===== src/hw/rtl/lprd_pkg.sv =====
// ----------------------------------------------------------------------------
// lprd_pkg
// Shared types, codes and defaults for the length-prefixed request deframer.
// ----------------------------------------------------------------------------
package lprd_pkg;

    localparam int MSG_LEN_BITS_DEF   = 16;
    localparam int ARG_COUNT_BITS_DEF = 12;

    localparam int MAX_LEN_W  = 16;   // max_message_len register
    localparam int MAX_ARGS_W = 12;   // max_arguments register
    localparam int ARG_IDX_W  = 12;   // arg_index / arg_count result fields
    localparam int CFG_IDX_W  = 4;
    localparam int CFG_DATA_W = 16;

    localparam int unsigned HDR_BYTES = 4;

    localparam logic [MAX_LEN_W-1:0]  MAX_LEN_RST  = 16'd4096;
    localparam logic [MAX_ARGS_W-1:0] MAX_ARGS_RST = 12'd1024;

    localparam logic [CFG_IDX_W-1:0] REG_MAX_MSG_LEN = 4'd0;
    localparam logic [CFG_IDX_W-1:0] REG_MAX_ARGS    = 4'd1;

    localparam logic [1:0] KIND_ARG_BYTE = 2'd0;
    localparam logic [1:0] KIND_EMPTY    = 2'd1;
    localparam logic [1:0] KIND_ACCEPT   = 2'd2;
    localparam logic [1:0] KIND_REJECT   = 2'd3;

    localparam logic [2:0] ERR_NONE       = 3'd0;
    localparam logic [2:0] ERR_TOO_LONG   = 3'd1;
    localparam logic [2:0] ERR_SHORT_BODY = 3'd2;
    localparam logic [2:0] ERR_TOO_MANY   = 3'd3;
    localparam logic [2:0] ERR_SIZE_PAST  = 3'd4;
    localparam logic [2:0] ERR_STR_PAST   = 3'd5;
    localparam logic [2:0] ERR_TRAILING   = 3'd6;

    typedef struct packed {
        logic [1:0]           kind;
        logic [7:0]           data_byte;
        logic [ARG_IDX_W-1:0] arg_index;
        logic                 arg_last;
        logic [ARG_IDX_W-1:0] arg_count;
        logic [2:0]           error_code;
        logic                 last_of_run;
    } t_result;

    // Results produced by one accepted byte: n of them, r0 first.
    typedef struct packed {
        logic [1:0] n;
        t_result    r0;
        t_result    r1;
    } t_push;

    function automatic t_result mk_res(input logic [1:0] kind, input logic [7:0] data,
                                       input logic [ARG_IDX_W-1:0] idx, input logic last,
                                       input logic [ARG_IDX_W-1:0] count,
                                       input logic [2:0] err);
        t_result r;
        r.kind        = kind;
        r.data_byte   = data;
        r.arg_index   = idx;
        r.arg_last    = last;
        r.arg_count   = count;
        r.error_code  = err;
        r.last_of_run = 1'b0;
        return r;
    endfunction

endpackage


===== src/hw/rtl/length_prefixed_request_deframer_unit.sv =====
// ----------------------------------------------------------------------------
// length_prefixed_request_deframer_unit
// Splits a byte stream of length-prefixed requests into argument bytes,
// empty-argument markers and accept / reject reports.
// ----------------------------------------------------------------------------
//  channel | direction | handshake                   | payload
//  --------+-----------+-----------------------------+---------------------------
//  input   | in        | i_in_valid  / o_in_ready    | i_rx_byte
//  result  | out       | o_out_valid / i_out_ready   | o_kind .. o_last_of_run
//  config  | in        | i_cfg_valid / o_cfg_ready   | i_cfg_index, i_cfg_data
//
//  One byte a cycle is accepted; each byte is decoded in the cycle it is taken.
//  A byte yields up to two results, queued in a four-entry result queue that
//  drains one a cycle on i_out_ready, so o_in_ready drops while fewer than two
//  slots are free. Synchronous active-low reset; config writes are always taken.
//  A reject closes the stream: later bytes are accepted and dropped until reset.
// ----------------------------------------------------------------------------
module length_prefixed_request_deframer_unit import lprd_pkg::*; #(
    parameter int MSG_LEN_BITS   = MSG_LEN_BITS_DEF,
    parameter int ARG_COUNT_BITS = ARG_COUNT_BITS_DEF
) (
    input  logic                  i_clk,
    input  logic                  i_rst_n,
    input  logic                  i_in_valid,
    output logic                  o_in_ready,
    input  logic [7:0]            i_rx_byte,
    output logic                  o_out_valid,
    input  logic                  i_out_ready,
    output logic [1:0]            o_kind,
    output logic [7:0]            o_data_byte,
    output logic [ARG_IDX_W-1:0]  o_arg_index,
    output logic                  o_arg_last,
    output logic [ARG_IDX_W-1:0]  o_arg_count,
    output logic [2:0]            o_error_code,
    output logic                  o_last_of_run,
    input  logic                  i_cfg_valid,
    output logic                  o_cfg_ready,
    input  logic [CFG_IDX_W-1:0]  i_cfg_index,
    input  logic [CFG_DATA_W-1:0] i_cfg_data
);

    logic [MAX_LEN_W-1:0]  r_max_len;
    logic [MAX_ARGS_W-1:0] r_max_args;
    logic                  accept;
    t_push                 push;
    t_result               res;

    assign o_cfg_ready = 1'b1;
    assign accept      = i_in_valid && o_in_ready;

    always_ff @(posedge i_clk) begin
        if (!i_rst_n) begin
            r_max_len  <= MAX_LEN_RST;
            r_max_args <= MAX_ARGS_RST;
        end else if (i_cfg_valid) begin
            unique case (i_cfg_index)
                REG_MAX_MSG_LEN: r_max_len  <= i_cfg_data[MAX_LEN_W-1:0];
                REG_MAX_ARGS:    r_max_args <= i_cfg_data[MAX_ARGS_W-1:0];
                default: ;   // unknown register: ignored
            endcase
        end
    end

    lprd_parser #(
        .MSG_LEN_BITS   (MSG_LEN_BITS),
        .ARG_COUNT_BITS (ARG_COUNT_BITS)
    ) u_parser (
        .i_clk      (i_clk),
        .i_rst_n    (i_rst_n),
        .i_accept   (accept),
        .i_rx_byte  (i_rx_byte),
        .i_max_len  (r_max_len),
        .i_max_args (r_max_args),
        .o_push     (push)
    );

    lprd_res_fifo u_fifo (
        .i_clk   (i_clk),
        .i_rst_n (i_rst_n),
        .i_push  (push),
        .o_space (o_in_ready),
        .o_valid (o_out_valid),
        .i_ready (i_out_ready),
        .o_res   (res)
    );

    assign o_kind        = res.kind;
    assign o_data_byte   = res.data_byte;
    assign o_arg_index   = res.arg_index;
    assign o_arg_last    = res.arg_last;
    assign o_arg_count   = res.arg_count;
    assign o_error_code  = res.error_code;
    assign o_last_of_run = res.last_of_run;

endmodule


===== src/hw/rtl/lprd_parser.sv =====
// ----------------------------------------------------------------------------
// lprd_parser
// Frame parser state and per-byte decode; emits up to two results per byte.
// ----------------------------------------------------------------------------
module lprd_parser import lprd_pkg::*; #(
    parameter int MSG_LEN_BITS   = MSG_LEN_BITS_DEF,
    parameter int ARG_COUNT_BITS = ARG_COUNT_BITS_DEF
) (
    input  logic                  i_clk,
    input  logic                  i_rst_n,
    input  logic                  i_accept,
    input  logic [7:0]            i_rx_byte,
    input  logic [MAX_LEN_W-1:0]  i_max_len,
    input  logic [MAX_ARGS_W-1:0] i_max_args,
    output t_push                 o_push
);

    localparam logic [1:0] PH_LEN   = 2'd0;
    localparam logic [1:0] PH_NARGS = 2'd1;
    localparam logic [1:0] PH_ALEN  = 2'd2;
    localparam logic [1:0] PH_STR   = 2'd3;

    localparam logic [32:0] LEN_MAX = (33'd1 << MSG_LEN_BITS) - 33'd1;
    localparam logic [32:0] CNT_MAX = (33'd1 << ARG_COUNT_BITS) - 33'd1;
    localparam logic [MSG_LEN_BITS-1:0] BODY_HDR = MSG_LEN_BITS'(HDR_BYTES);

    logic [1:0]                r_phase, n_phase;
    logic [23:0]               r_shift, n_shift;
    logic [1:0]                r_fcnt,  n_fcnt;
    logic [MSG_LEN_BITS-1:0]   r_body,  n_body;
    logic [ARG_COUNT_BITS-1:0] r_args,  n_args;
    logic [ARG_COUNT_BITS-1:0] r_cur,   n_cur;
    logic [MSG_LEN_BITS-1:0]   r_str,   n_str;
    logic                      r_closed, n_closed;

    logic [31:0] v;
    logic [32:0] v_ext;
    logic        do_after;
    logic [1:0]  nres;
    t_result     slot [2];

    assign v     = {i_rx_byte, r_shift};
    assign v_ext = {1'b0, v};

    always_comb begin
        n_phase  = r_phase;
        n_shift  = r_shift;
        n_fcnt   = r_fcnt;
        n_body   = r_body;
        n_args   = r_args;
        n_cur    = r_cur;
        n_str    = r_str;
        n_closed = r_closed;
        do_after = 1'b0;
        nres     = 2'd0;
        slot[0]  = '0;
        slot[1]  = '0;

        if (i_accept && !r_closed) begin
            if (r_phase == PH_STR) begin
                n_body  = r_body - MSG_LEN_BITS'(1);
                n_str   = r_str - MSG_LEN_BITS'(1);
                slot[0] = mk_res(KIND_ARG_BYTE, i_rx_byte, ARG_IDX_W'(r_cur),
                                 (n_str == '0), '0, ERR_NONE);
                nres    = 2'd1;
                if (n_str == '0) begin
                    n_cur    = r_cur + ARG_COUNT_BITS'(1);
                    n_args   = r_args - ARG_COUNT_BITS'(1);
                    do_after = 1'b1;
                end
            end else begin
                n_fcnt = r_fcnt + 2'd1;
                if (r_phase != PH_LEN) begin
                    n_body = r_body - MSG_LEN_BITS'(1);
                end
                if (r_fcnt != 2'd3) begin
                    n_shift = r_shift | (24'(i_rx_byte) << {r_fcnt, 3'b000});
                end else begin
                    n_shift = '0;
                    unique case (r_phase)
                        PH_LEN: begin
                            if (v_ext > 33'(i_max_len) || v_ext > LEN_MAX) begin
                                slot[0]  = mk_res(KIND_REJECT, '0, '0, 1'b0, '0, ERR_TOO_LONG);
                                nres     = 2'd1;
                                n_closed = 1'b1;
                            end else if (v < 32'(HDR_BYTES)) begin
                                slot[0]  = mk_res(KIND_REJECT, '0, '0, 1'b0, '0,
                                                  ERR_SHORT_BODY);
                                nres     = 2'd1;
                                n_closed = 1'b1;
                            end else begin
                                n_body  = v[MSG_LEN_BITS-1:0];
                                n_cur   = '0;
                                n_phase = PH_NARGS;
                            end
                        end
                        PH_NARGS: begin
                            if (v_ext > 33'(i_max_args) || v_ext > CNT_MAX) begin
                                slot[0]  = mk_res(KIND_REJECT, '0, '0, 1'b0, '0, ERR_TOO_MANY);
                                nres     = 2'd1;
                                n_closed = 1'b1;
                            end else begin
                                n_args   = v[ARG_COUNT_BITS-1:0];
                                do_after = 1'b1;
                            end
                        end
                        default: begin
                            if (v_ext > 33'(n_body)) begin
                                slot[0]  = mk_res(KIND_REJECT, '0, '0, 1'b0, '0, ERR_STR_PAST);
                                nres     = 2'd1;
                                n_closed = 1'b1;
                            end else if (v == '0) begin
                                slot[0]  = mk_res(KIND_EMPTY, '0, ARG_IDX_W'(r_cur), 1'b1,
                                                  '0, ERR_NONE);
                                nres     = 2'd1;
                                n_cur    = r_cur + ARG_COUNT_BITS'(1);
                                n_args   = r_args - ARG_COUNT_BITS'(1);
                                do_after = 1'b1;
                            end else begin
                                n_str   = v[MSG_LEN_BITS-1:0];
                                n_phase = PH_STR;
                            end
                        end
                    endcase
                end
            end

            // argument list advanced: request end, next length field, or error
            if (do_after) begin
                if (n_args == '0) begin
                    if (n_body == '0) begin
                        slot[nres[0]] = mk_res(KIND_ACCEPT, '0, '0, 1'b0,
                                               ARG_IDX_W'(n_cur), ERR_NONE);
                        n_phase = PH_LEN;
                    end else begin
                        slot[nres[0]] = mk_res(KIND_REJECT, '0, '0, 1'b0, '0, ERR_TRAILING);
                        n_closed = 1'b1;
                    end
                    nres = nres + 2'd1;
                end else if (n_body < BODY_HDR) begin
                    slot[nres[0]] = mk_res(KIND_REJECT, '0, '0, 1'b0, '0, ERR_SIZE_PAST);
                    n_closed = 1'b1;
                    nres     = nres + 2'd1;
                end else begin
                    n_phase = PH_ALEN;
                end
            end

            if (nres == 2'd1) begin
                slot[0].last_of_run = 1'b1;
            end else if (nres == 2'd2) begin
                slot[1].last_of_run = 1'b1;
            end
        end
    end

    assign o_push.n  = nres;
    assign o_push.r0 = slot[0];
    assign o_push.r1 = slot[1];

    always_ff @(posedge i_clk) begin
        if (!i_rst_n) begin
            r_phase  <= PH_LEN;
            r_shift  <= '0;
            r_fcnt   <= '0;
            r_body   <= '0;
            r_args   <= '0;
            r_cur    <= '0;
            r_str    <= '0;
            r_closed <= 1'b0;
        end else begin
            r_phase  <= n_phase;
            r_shift  <= n_shift;
            r_fcnt   <= n_fcnt;
            r_body   <= n_body;
            r_args   <= n_args;
            r_cur    <= n_cur;
            r_str    <= n_str;
            r_closed <= n_closed;
        end
    end

    a_closed_silent: assert property (@(posedge i_clk) disable iff (!i_rst_n)
        r_closed |-> o_push.n == 2'd0)
        else $error("result produced on a closed stream");

    a_closed_sticky: assert property (@(posedge i_clk) disable iff (!i_rst_n)
        r_closed |=> r_closed)
        else $error("stream reopened without reset");

    a_second_is_end: assert property (@(posedge i_clk) disable iff (!i_rst_n)
        o_push.n == 2'd2 |-> (o_push.r0.arg_last &&
        (o_push.r1.kind == KIND_ACCEPT || o_push.r1.kind == KIND_REJECT)))
        else $error("second result does not follow an argument end");

endmodule


===== src/hw/rtl/lprd_res_fifo.sv =====
// ----------------------------------------------------------------------------
// lprd_res_fifo
// Four-entry result queue; takes up to two a cycle, gives one on i_ready.
// ----------------------------------------------------------------------------
module lprd_res_fifo import lprd_pkg::*; (
    input  logic    i_clk,
    input  logic    i_rst_n,
    input  t_push   i_push,
    output logic    o_space,
    output logic    o_valid,
    input  logic    i_ready,
    output t_result o_res
);

    t_result    r_mem [4];
    logic [1:0] r_wr, r_rd;
    logic [2:0] r_cnt, n_cnt;
    logic       pop;

    assign pop     = o_valid && i_ready;
    assign o_valid = (r_cnt != 3'd0);
    assign o_space = (r_cnt <= 3'd2);
    assign o_res   = r_mem[r_rd];
    assign n_cnt   = r_cnt + {1'b0, i_push.n} - {2'b00, pop};

    always_ff @(posedge i_clk) begin
        if (i_push.n != 2'd0) begin
            r_mem[r_wr] <= i_push.r0;
        end
        if (i_push.n == 2'd2) begin
            r_mem[r_wr + 2'd1] <= i_push.r1;
        end
    end

    always_ff @(posedge i_clk) begin
        if (!i_rst_n) begin
            r_wr  <= '0;
            r_rd  <= '0;
            r_cnt <= '0;
        end else begin
            r_wr  <= r_wr + i_push.n;
            r_rd  <= r_rd + {1'b0, pop};
            r_cnt <= n_cnt;
        end
    end

    a_no_overflow: assert property (@(posedge i_clk) disable iff (!i_rst_n)
        i_push.n != 2'd0 |-> r_cnt <= 3'd2)
        else $error("results pushed without room");

    a_count_bound: assert property (@(posedge i_clk) disable iff (!i_rst_n)
        r_cnt <= 3'd4)
        else $error("queue count out of range");

    a_ptr_gap: assert property (@(posedge i_clk) disable iff (!i_rst_n)
        (r_wr - r_rd) == r_cnt[1:0])
        else $error("queue pointers disagree with count");

endmodule


===== config.mk =====
export PLATFORM = sky130hd
export DESIGN_NAME = length_prefixed_request_deframer_unit
export DESIGN_NICKNAME = d
export VERILOG_FILES = /design/src/hw/rtl/lprd_pkg.sv /design/src/hw/rtl/length_prefixed_request_deframer_unit.sv /design/src/hw/rtl/lprd_parser.sv /design/src/hw/rtl/lprd_res_fifo.sv
export SDC_FILE = /design/constraint.sdc
export NUM_CORES = 1
export LEC_CHECK = 0
export BUFFER_PORTS_ARGS = -buffer_cell sky130_fd_sc_hd__buf_4
export CAP_MARGIN = 30
export CORE_ASPECT_RATIO = 1.75
export CORE_MARGIN = 2
export CORE_UTILIZATION = 50
export CTS_CLUSTER_SIZE = 25
export DETAILED_ROUTE_END_ITERATION = 6
export PLACE_DENSITY = 0.77
export SYNTH_ARGS = -nofsm -noshare
export SYNTH_HDL_FRONTEND = slang
export SYNTH_SLANG_ARGS = --single-unit

===== constraint.sdc =====
create_clock -name i_clk -period 22.9 [get_ports i_clk]
set_input_delay 1.145 -clock i_clk [delete_from_list [all_inputs] [get_ports i_clk]]
set_output_delay 1.145 -clock i_clk [all_outputs]
set_load 0.02 [all_outputs]

==> metrics.cfg, run 1 <==
[sta]
fin_setup_tns_ns=0
setup_slack_ns=15.69
rsz0062_at_grt=no
tightestPinTransition_ns=1.17
setup_viol=0
hold_viol=0
finalCriticalPeriod_ns=7.21
fin_crit_sh_pct=31.5
finClkSkew_ns=0.0197
finalMaxSlewViolations=0
fmax_mhz=139
slew_headroom_pct=21.4

[floorplanning]
die_w_um=138
ios=75
rows=85
die_h_um=238
die_area_mm2=0.0327
initial_core_util_pct=50.8
core_area_mm2=0.0307

[synthesis]
synthSimpleGateAreaFrac_pct=20.7
postSynthCellCount=1609
synth_largest_area_cell=edfxtp_1
synth_top_family_by_area=simple AND/OR/NAND/NOR gates
synth_area_mm2=0.0156
synthTopCellsByArea=edfxtp_1, dfxtp_1, mux4_2
synth_edf_count=156
synth_xor_area_share_pct=2.96
yosysWarnings=0
synth_top_area_share_pct=30.0
postSynth.asyncResetShare_pct=0
yosysSeqAreaShare_pct=45.4
synthMuxAreaShare_pct=7.70
syn_area_per_cell_um2=9.71
synth-compound-area-share_pct=14.7
synth_flop_cell=edfxtp_1
syn-num-nets=1700
ys_ff_latch=276
yosysUniqueCellTypes=85
synth_fa_ha_area_share_pct=4.69

[routing]
vias_per_cell=6.24
finalWirelength_mm=43.1
avgRoutedWirePerCell_um=21.1
first_pass_iters=7
vias=12769
postRouteAntennaNets=0
drtIter0Drc=925
drc=8

[min_path]
holdCritStartpoint=r_max_len[1]$_SDFFE_PN0P_
hold_depth=2
holdPathEnd=r_max_len[1]$_SDFFE_PN0P_
hp-class=register to register

[place]
pre_cts_ws_ns=15.83
dp_hpwl_mm=30.9
portBuffers=73
place_congestion=1.02

[power]
power_switching_share_pct=31.7
cellPowerDensity_mw_per_mm2=76.2
p_int_mw=0.901
pwr-share-comb_pct=24.6
p_sw_mw=0.418
vdd_drop_max_mv=0.0531
power_frac_clock_pct=31.6
p_leak_nw=6.69
p_seq_share_pct=43.9

[global_route]
grt_max_degree=98
gr-max-usage-layer=met2
grt_pass1_wl_mm=68.2
met3_usage_pct=3.41
antenna_found_initial=0
grt_pass1_vias=12829
met2_usage_pct=48.5
grt_use_met1_pct=27.7
grtUsageTotal_pct=26.8
overflow=0

[run]
cap_violations=0

[finish]
num_antenna_cells=0
syn_to_final_growth_pct=10.8
drive_gt1_share_pct=13.8
final_nets=1728

[worst_setup_path]
endpoint_kind=register
cp.required_ns=23.07
reg2reg_depth=21
path_class=register to register
crit_arrival_ns=7.38
rr_endpoint=u_fifo.r_mem[0][8]$_DFFE_PP_
crit_fanout=39
cp-start-kind=register
r2r-start=u_parser.r_phase[1]$_SDFFE_PN0P_
r2r_setup_slack_ns=15.69

[cts]
cts_sinks=276
clk_latency_ns=0.55
cts_inserted_buffers=25
path_clk_slew_ns=0.07
postCtsHoldBufs=0
cts_setup_buffers=0
h-tree-depth=1
cts-root-buf=clkbuf_16
clk_path_buf_depth=3
ctsResizeCount=0
cts_tree=yes

[status]
violations=design-rule violations
outcome=finished, violations left

cell usage after synthesis, types with 22 or more instances:
master	count
nor2_1	223
nand2_1	181
edfxtp_1	156
dfxtp_1	120
a21oi_1	92
clkbuf_1	70
o21ai_0	62
ha_1	57
inv_1	54
nor3_1	54
mux4_2	39
mux2i_1	29
xnor2_1	28
and2_1	27
a21boi_0	26
and3_1	23
xor2_1	23
nor2b_1	22
critical path: stages, from the launching register on:
cell	delay, ns
dfxtp_1	0.74
or2_2	0.32
nand2_1	0.17
nor2_1	0.28
nand2_1	0.13
xor2_1	0.18
ha_1	0.31
nand4_1	0.17
nor3_1	0.29
nand2_1	0.15
or3_1	0.50
a21oi_1	0.41
a21boi_0	0.15
o221ai_1	0.54
inv_1	0.18
ha_1	0.33
o2bb2ai_1	0.24
nand2_1	0.08
mux2i_1	0.54
nand4_1	0.39
o31ai_4	0.15
buf_4	0.52
logic make-up after synthesis:
logic type | Yosys count
compound gates | 337
xor+xnor | 52
fa+ha+maj | 58
buf+inv | 151
flops | 276
mux | 71
other cells | 1
simple gates | 663
sequential cells by signal, indices dropped and copies added, names as in the netlist, 2 cells and up:
| register | cells |
|---|---|
| r_max_args | 12 |
| u_fifo.r_cnt | 3 |
| u_parser.r_shift | 24 |
| u_fifo.r_rd | 2 |
| r_max_len | 16 |
| u_fifo.r_mem | 156 |
| u_parser.r_str | 16 |
| u_parser.r_cur | 12 |
| u_parser.r_args | 12 |
| u_parser.r_body | 16 |
| u_parser.r_fcnt | 2 |
| u_parser.r_phase | 2 |
| u_fifo.r_wr | 2 |
how the worst max path moves through the flow:
stage / from / endpoint / slack (ns)
after floorplan: u_parser.r_body[6]$_SDFFE_PN0P_ / u_fifo.r_mem[0][0]$_DFFE_PP_ / 15.15
after global placement: u_parser.r_phase[1]$_SDFFE_PN0P_ / u_fifo.r_mem[0][13]$_DFFE_PP_ / 15.21
after detailed placement: i_rx_byte[7] / u_fifo.r_mem[0][8]$_DFFE_PP_ / 15.83
after CTS: u_parser.r_phase[1]$_SDFFE_PN0P_ / u_fifo.r_mem[0][14]$_DFFE_PP_ / 15.83
after global routing: u_parser.r_phase[1]$_SDFFE_PN0P_ / u_fifo.r_mem[0][14]$_DFFE_PP_ / 15.04
final: u_parser.r_phase[1]$_SDFFE_PN0P_ / u_fifo.r_mem[0][8]$_DFFE_PP_ / 15.69
through the flow:
step / power [mW] / utilization, % / hold slack [ns] / instances / cell area [µm²]
after CTS: 1.32 / 56.3 / 0.470 / 2046 / 17300
after global placement: 0.899 / 53.5 / 0.457 / 1994 / 16400
after global routing: 1.38 / 56.3 / 0.489 / 2047 / 17300
after floorplan: 0.805 / - / 0.443 / 1609 / 15600
final: 1.32 / 56.3 / 0.468 / 2047 / 17300
after detailed placement: 0.908 / 53.7 / 0.461 / 2000 / 16500
area by class of cell:
type	count	area (µm²)
fillers	2639	13400
well taps	391	489
repair buffers	96	728
clock inverters	13	125
inverters	56	215
multi-input cells	1182	7990
flip-flops and latches	276	7090
clock buffers	33	676
routing by layer:
metal  vias to the layer above  wire length, µm  part of all wire (%)
met3                       213             2290                   5.3
met4                         0             3480                   8.1
li1                       5915                -                     -
met5                         -                0                     0
met1                      6076            14700                    34
met2                       565            22700                    53
cell usage in the layout (no fill, tap or decap), types with 25 or more instances in the layout:
master	instances
o21ai_0	62
nand2_1	181
edfxtp_1	156
ha_1	57
mux2i_1	29
mux4_2	39
xnor2_1	28
nor2_1	220
clkbuf_16	25
a21oi_1	92
and2_1	27
dfxtp_1	118
inv_1	54
nor3_1	54
buf_4	93
a21boi_0	26
power by group through the flow:
stage	clock network, mW	registers, mW	logic (mW)
after global routing	0.443	0.579	0.356
after detailed placement	0	0.587	0.321
final	0.416	0.578	0.324
after global placement	0	0.589	0.310
after floorplan	0	0.565	0.240
after CTS	0.422	0.576	0.323
(Power assumes the default switching activity.)
==> run 2: changes to the inputs <==
--- a/config.mk
+++ b/config.mk
@@ -12,7 +12,7 @@
 export CORE_UTILIZATION = 50
 export CTS_CLUSTER_SIZE = 25
 export DETAILED_ROUTE_END_ITERATION = 6
-export PLACE_DENSITY = 0.77
+export PLACE_DENSITY = 0.8
 export SYNTH_ARGS = -nofsm -noshare
 export SYNTH_HDL_FRONTEND = slang
 export SYNTH_SLANG_ARGS = --single-unit
==> constraint.sdc (replaced) <==
create_clock -name i_clk -period 6.6 [get_ports i_clk]
set_input_delay 0.33 -clock i_clk [delete_from_list [all_inputs] [get_ports i_clk]]
set_output_delay 0.33 -clock i_clk [all_outputs]
set_load 0.02 [all_outputs]
==> run 2 against run 1 <==
Effect of this change: the flow now finishes without violations; global-route usage up 0.64 points; combinational power increased to 3.7 times the previous value; first-iteration DRC count is 14% higher; register-to-register slack worse by 15 ns; critical path type unchanged; clock skew up 0.0035 ns; wire length up 2.9%; largest power group unchanged; die area unchanged; critical endpoint is now u_fifo.r_cnt[2]$_SDFF_PN0_; count of clock-buffer cells in the layout down 5; utilization is 1.4 points higher; setup slack got worse by 15 ns; sequential cell count unchanged; sequential share of layout area down 1.0 points.
==> metrics.cfg, run 2 (same netlist as run 1, synthesis figures left out) <==
[finish]
layoutNonFillerInstCount=2087  ; +2.0%
largest_reg_flops=156  ; unchanged
largestRegisters=u_fifo.r_mem (156), u_parser.r_shift (24)
ff_latch_area_mm2=0.00709  ; unchanged
fin_area_mm2=0.0178  ; +2.6%
layout_commonest_cell=nor2_1
syn_to_final_growth_pct=13.7
mostFrequentLayoutCells=nor2_1, nand2_1, edfxtp_1, buf_4, dfxtp_1
num_antenna_cells=0  ; unchanged
drive_gt1_share_pct=16.3  ; +2.5 points
top_register=u_fifo.r_mem
final_nets=1769  ; +2.4%
final_util_pct=57.8  ; +1.4 points
multi_input_area_mm2=0.00799  ; about the same
fillers=2524  ; -4.4%

[sta]
finalCriticalPeriod_ns=6.16  ; -1.05 ns
hold_slack_ns=0.00806  ; -0.460 ns
setup_slack_ns=0.438  ; -15.25 ns
finalMaxSlewViolations=0  ; unchanged
hold_viol=0  ; unchanged
setup_viol=0  ; unchanged
fin_setup_tns_ns=0  ; unchanged
tightestPinTransition_ns=0.975  ; -0.195 ns
rsz0062_at_grt=no
fin_crit_sh_pct=93.4  ; +62 points
slew_headroom_pct=35.0  ; +14 points
fmax_mhz=162  ; +17%
finClkSkew_ns=0.0231  ; +0.00349 ns

[cts]
cts_tree=yes
cts_inserted_buffers=25  ; unchanged
cts_sinks=276  ; unchanged
postCtsHoldBufs=0  ; unchanged
clk_path_buf_depth=3  ; unchanged
path_clk_slew_ns=0.07  ; about the same
ctsResizeCount=0  ; unchanged
cts-root-buf=clkbuf_16
cts_setup_buffers=0  ; unchanged
clk_latency_ns=0.55  ; about the same
h-tree-depth=1  ; unchanged

[place]
portBuffers=73  ; unchanged
pre_cts_ws_ns=0.503  ; -15.33 ns
placed_cell_area_mm2=0.0169  ; +2.1%
place_congestion=1.03  ; +0.73%
dp_cells=2041  ; +2.1%
dp_hpwl_mm=32.0  ; +3.7%

[routing]
postRouteAntennaNets=0  ; unchanged
drc=0  ; -8
finalWirelength_mm=44.3  ; +2.9%
vias=13079  ; +2.4%
first_pass_iters=5  ; -2
avgRoutedWirePerCell_um=21.2  ; +0.89%
vias_per_cell=6.27  ; +0.46%
drtIter0Drc=1052  ; +14%

[run]
cap_violations=0  ; unchanged

[worst_setup_path]
path_class=register to register
crit_arrival_ns=6.60  ; -0.78 ns
crit_fanout=14  ; -64%
endpoint_kind=register
cp-start-kind=register
cp.required_ns=7.04  ; -16.03 ns

[floorplanning]
rows=85  ; unchanged
die_h_um=238  ; unchanged
die_w_um=138  ; unchanged
ios=75  ; unchanged
die_area_mm2=0.0327  ; unchanged
core_area_mm2=0.0307  ; unchanged
initial_core_util_pct=50.8  ; unchanged

[global_route]
antenna_found_initial=0  ; unchanged
gr-max-usage-layer=met2
met3_usage_pct=3.37  ; -0.043 points
grt_pass1_wl_mm=70.2  ; +3.1%
grt_use_met1_pct=29.1  ; +1.4 points
grtUsageTotal_pct=27.4  ; +0.64 points
overflow=0  ; unchanged
met2_usage_pct=50.2  ; +1.7 points
grt_pass1_vias=13282  ; +3.5%
grt_max_degree=98  ; unchanged

[power]
p_leak_nw=6.95  ; +3.9%
vdd_drop_max_mv=0.230  ; +330%
cellPowerDensity_mw_per_mm2=267  ; +250%
total_power_mw=4.74  ; +260%

[min_path]
hp-class=input pin to register

[status]
outcome=finished, final reports clean

## run 2: cell types whose count changed in the layout (fill, tap and decap cells not counted), sizes merged
| cell | previous run | this run |
|---|---|---|
| bufinv | 2 | 5 |
| nor2 | 233 | 234 |
| clkbuf | 33 | 28 |
| buf | 96 | 136 |
| clkinvlp | 1 | 2 |
## run 2: where the power goes
part / internal [mW] / switching, mW / leakage [nW]
registers: 1.87 / 0.0945 / 2.49
clock network: 0.921 / 0.669 / 0.435
logic: 0.476 / 0.717 / 4.02
total: 3.26 / 1.48 / 6.95
## run 2: final timing paths
| check | slack, ns | end | start | depth (start not counted) |
|---|---|---|---|---|
| max | 0.44 | u_fifo.r_cnt[2]$_SDFF_PN0_ | u_parser.r_body[2]$_SDFFE_PN0P_ | 22 |
| min | 0.008 | r_max_len[12]$_SDFFE_PN1P_ | i_cfg_data[12] | 3 |
| min reg2reg | 0.47 | r_max_len[5]$_SDFFE_PN0P_ | r_max_len[5]$_SDFFE_PN0P_ | 2 |
| max reg2reg | 0.44 | u_fifo.r_cnt[2]$_SDFF_PN0_ | u_parser.r_body[2]$_SDFFE_PN0P_ | 22 |
## run 2: area by class of cell
cell class,instances,share of cell area (%)
clock buffers,28,3.70
clock inverters,17,1.33
inverters,56,1.21
multi-input cells,1183,45.0
flip-flops and latches,276,39.9
well taps,391,2.76
repair buffers,136,6.05
## run 2: worst max-delay path, cell delays in order, from the launching register on
cell and delay [ns]:
dfxtp_1 0.38, nor4_1 0.41, nand3_1 0.29, nor2_1 0.27, nand2_1 0.12, xor2_1 0.18
ha_1 0.31, nand4_1 0.16, nor3_1 0.28, nand2_1 0.14, o2111a_1 0.40, o2111ai_1 0.31
mux2i_1 0.12, a211o_1 0.25, nor4_1 0.44, nand4_1 0.22, buf_4 0.24, mux2_2 0.33
ha_1 0.31, fa_1 0.45, xor2_1 0.17, xnor2_1 0.12, and2_1 0.15
## run 2: layer usage
metal / share of wire [%] / wire length [µm] / vias up
li1: - / - / 5994
met1: 34 / 15200 / 6300
met2: 53 / 23500 / 583
met3: 5.7 / 2520 / 202
met4: 6.9 / 3070 / 0
met5: 0 / 0 / -
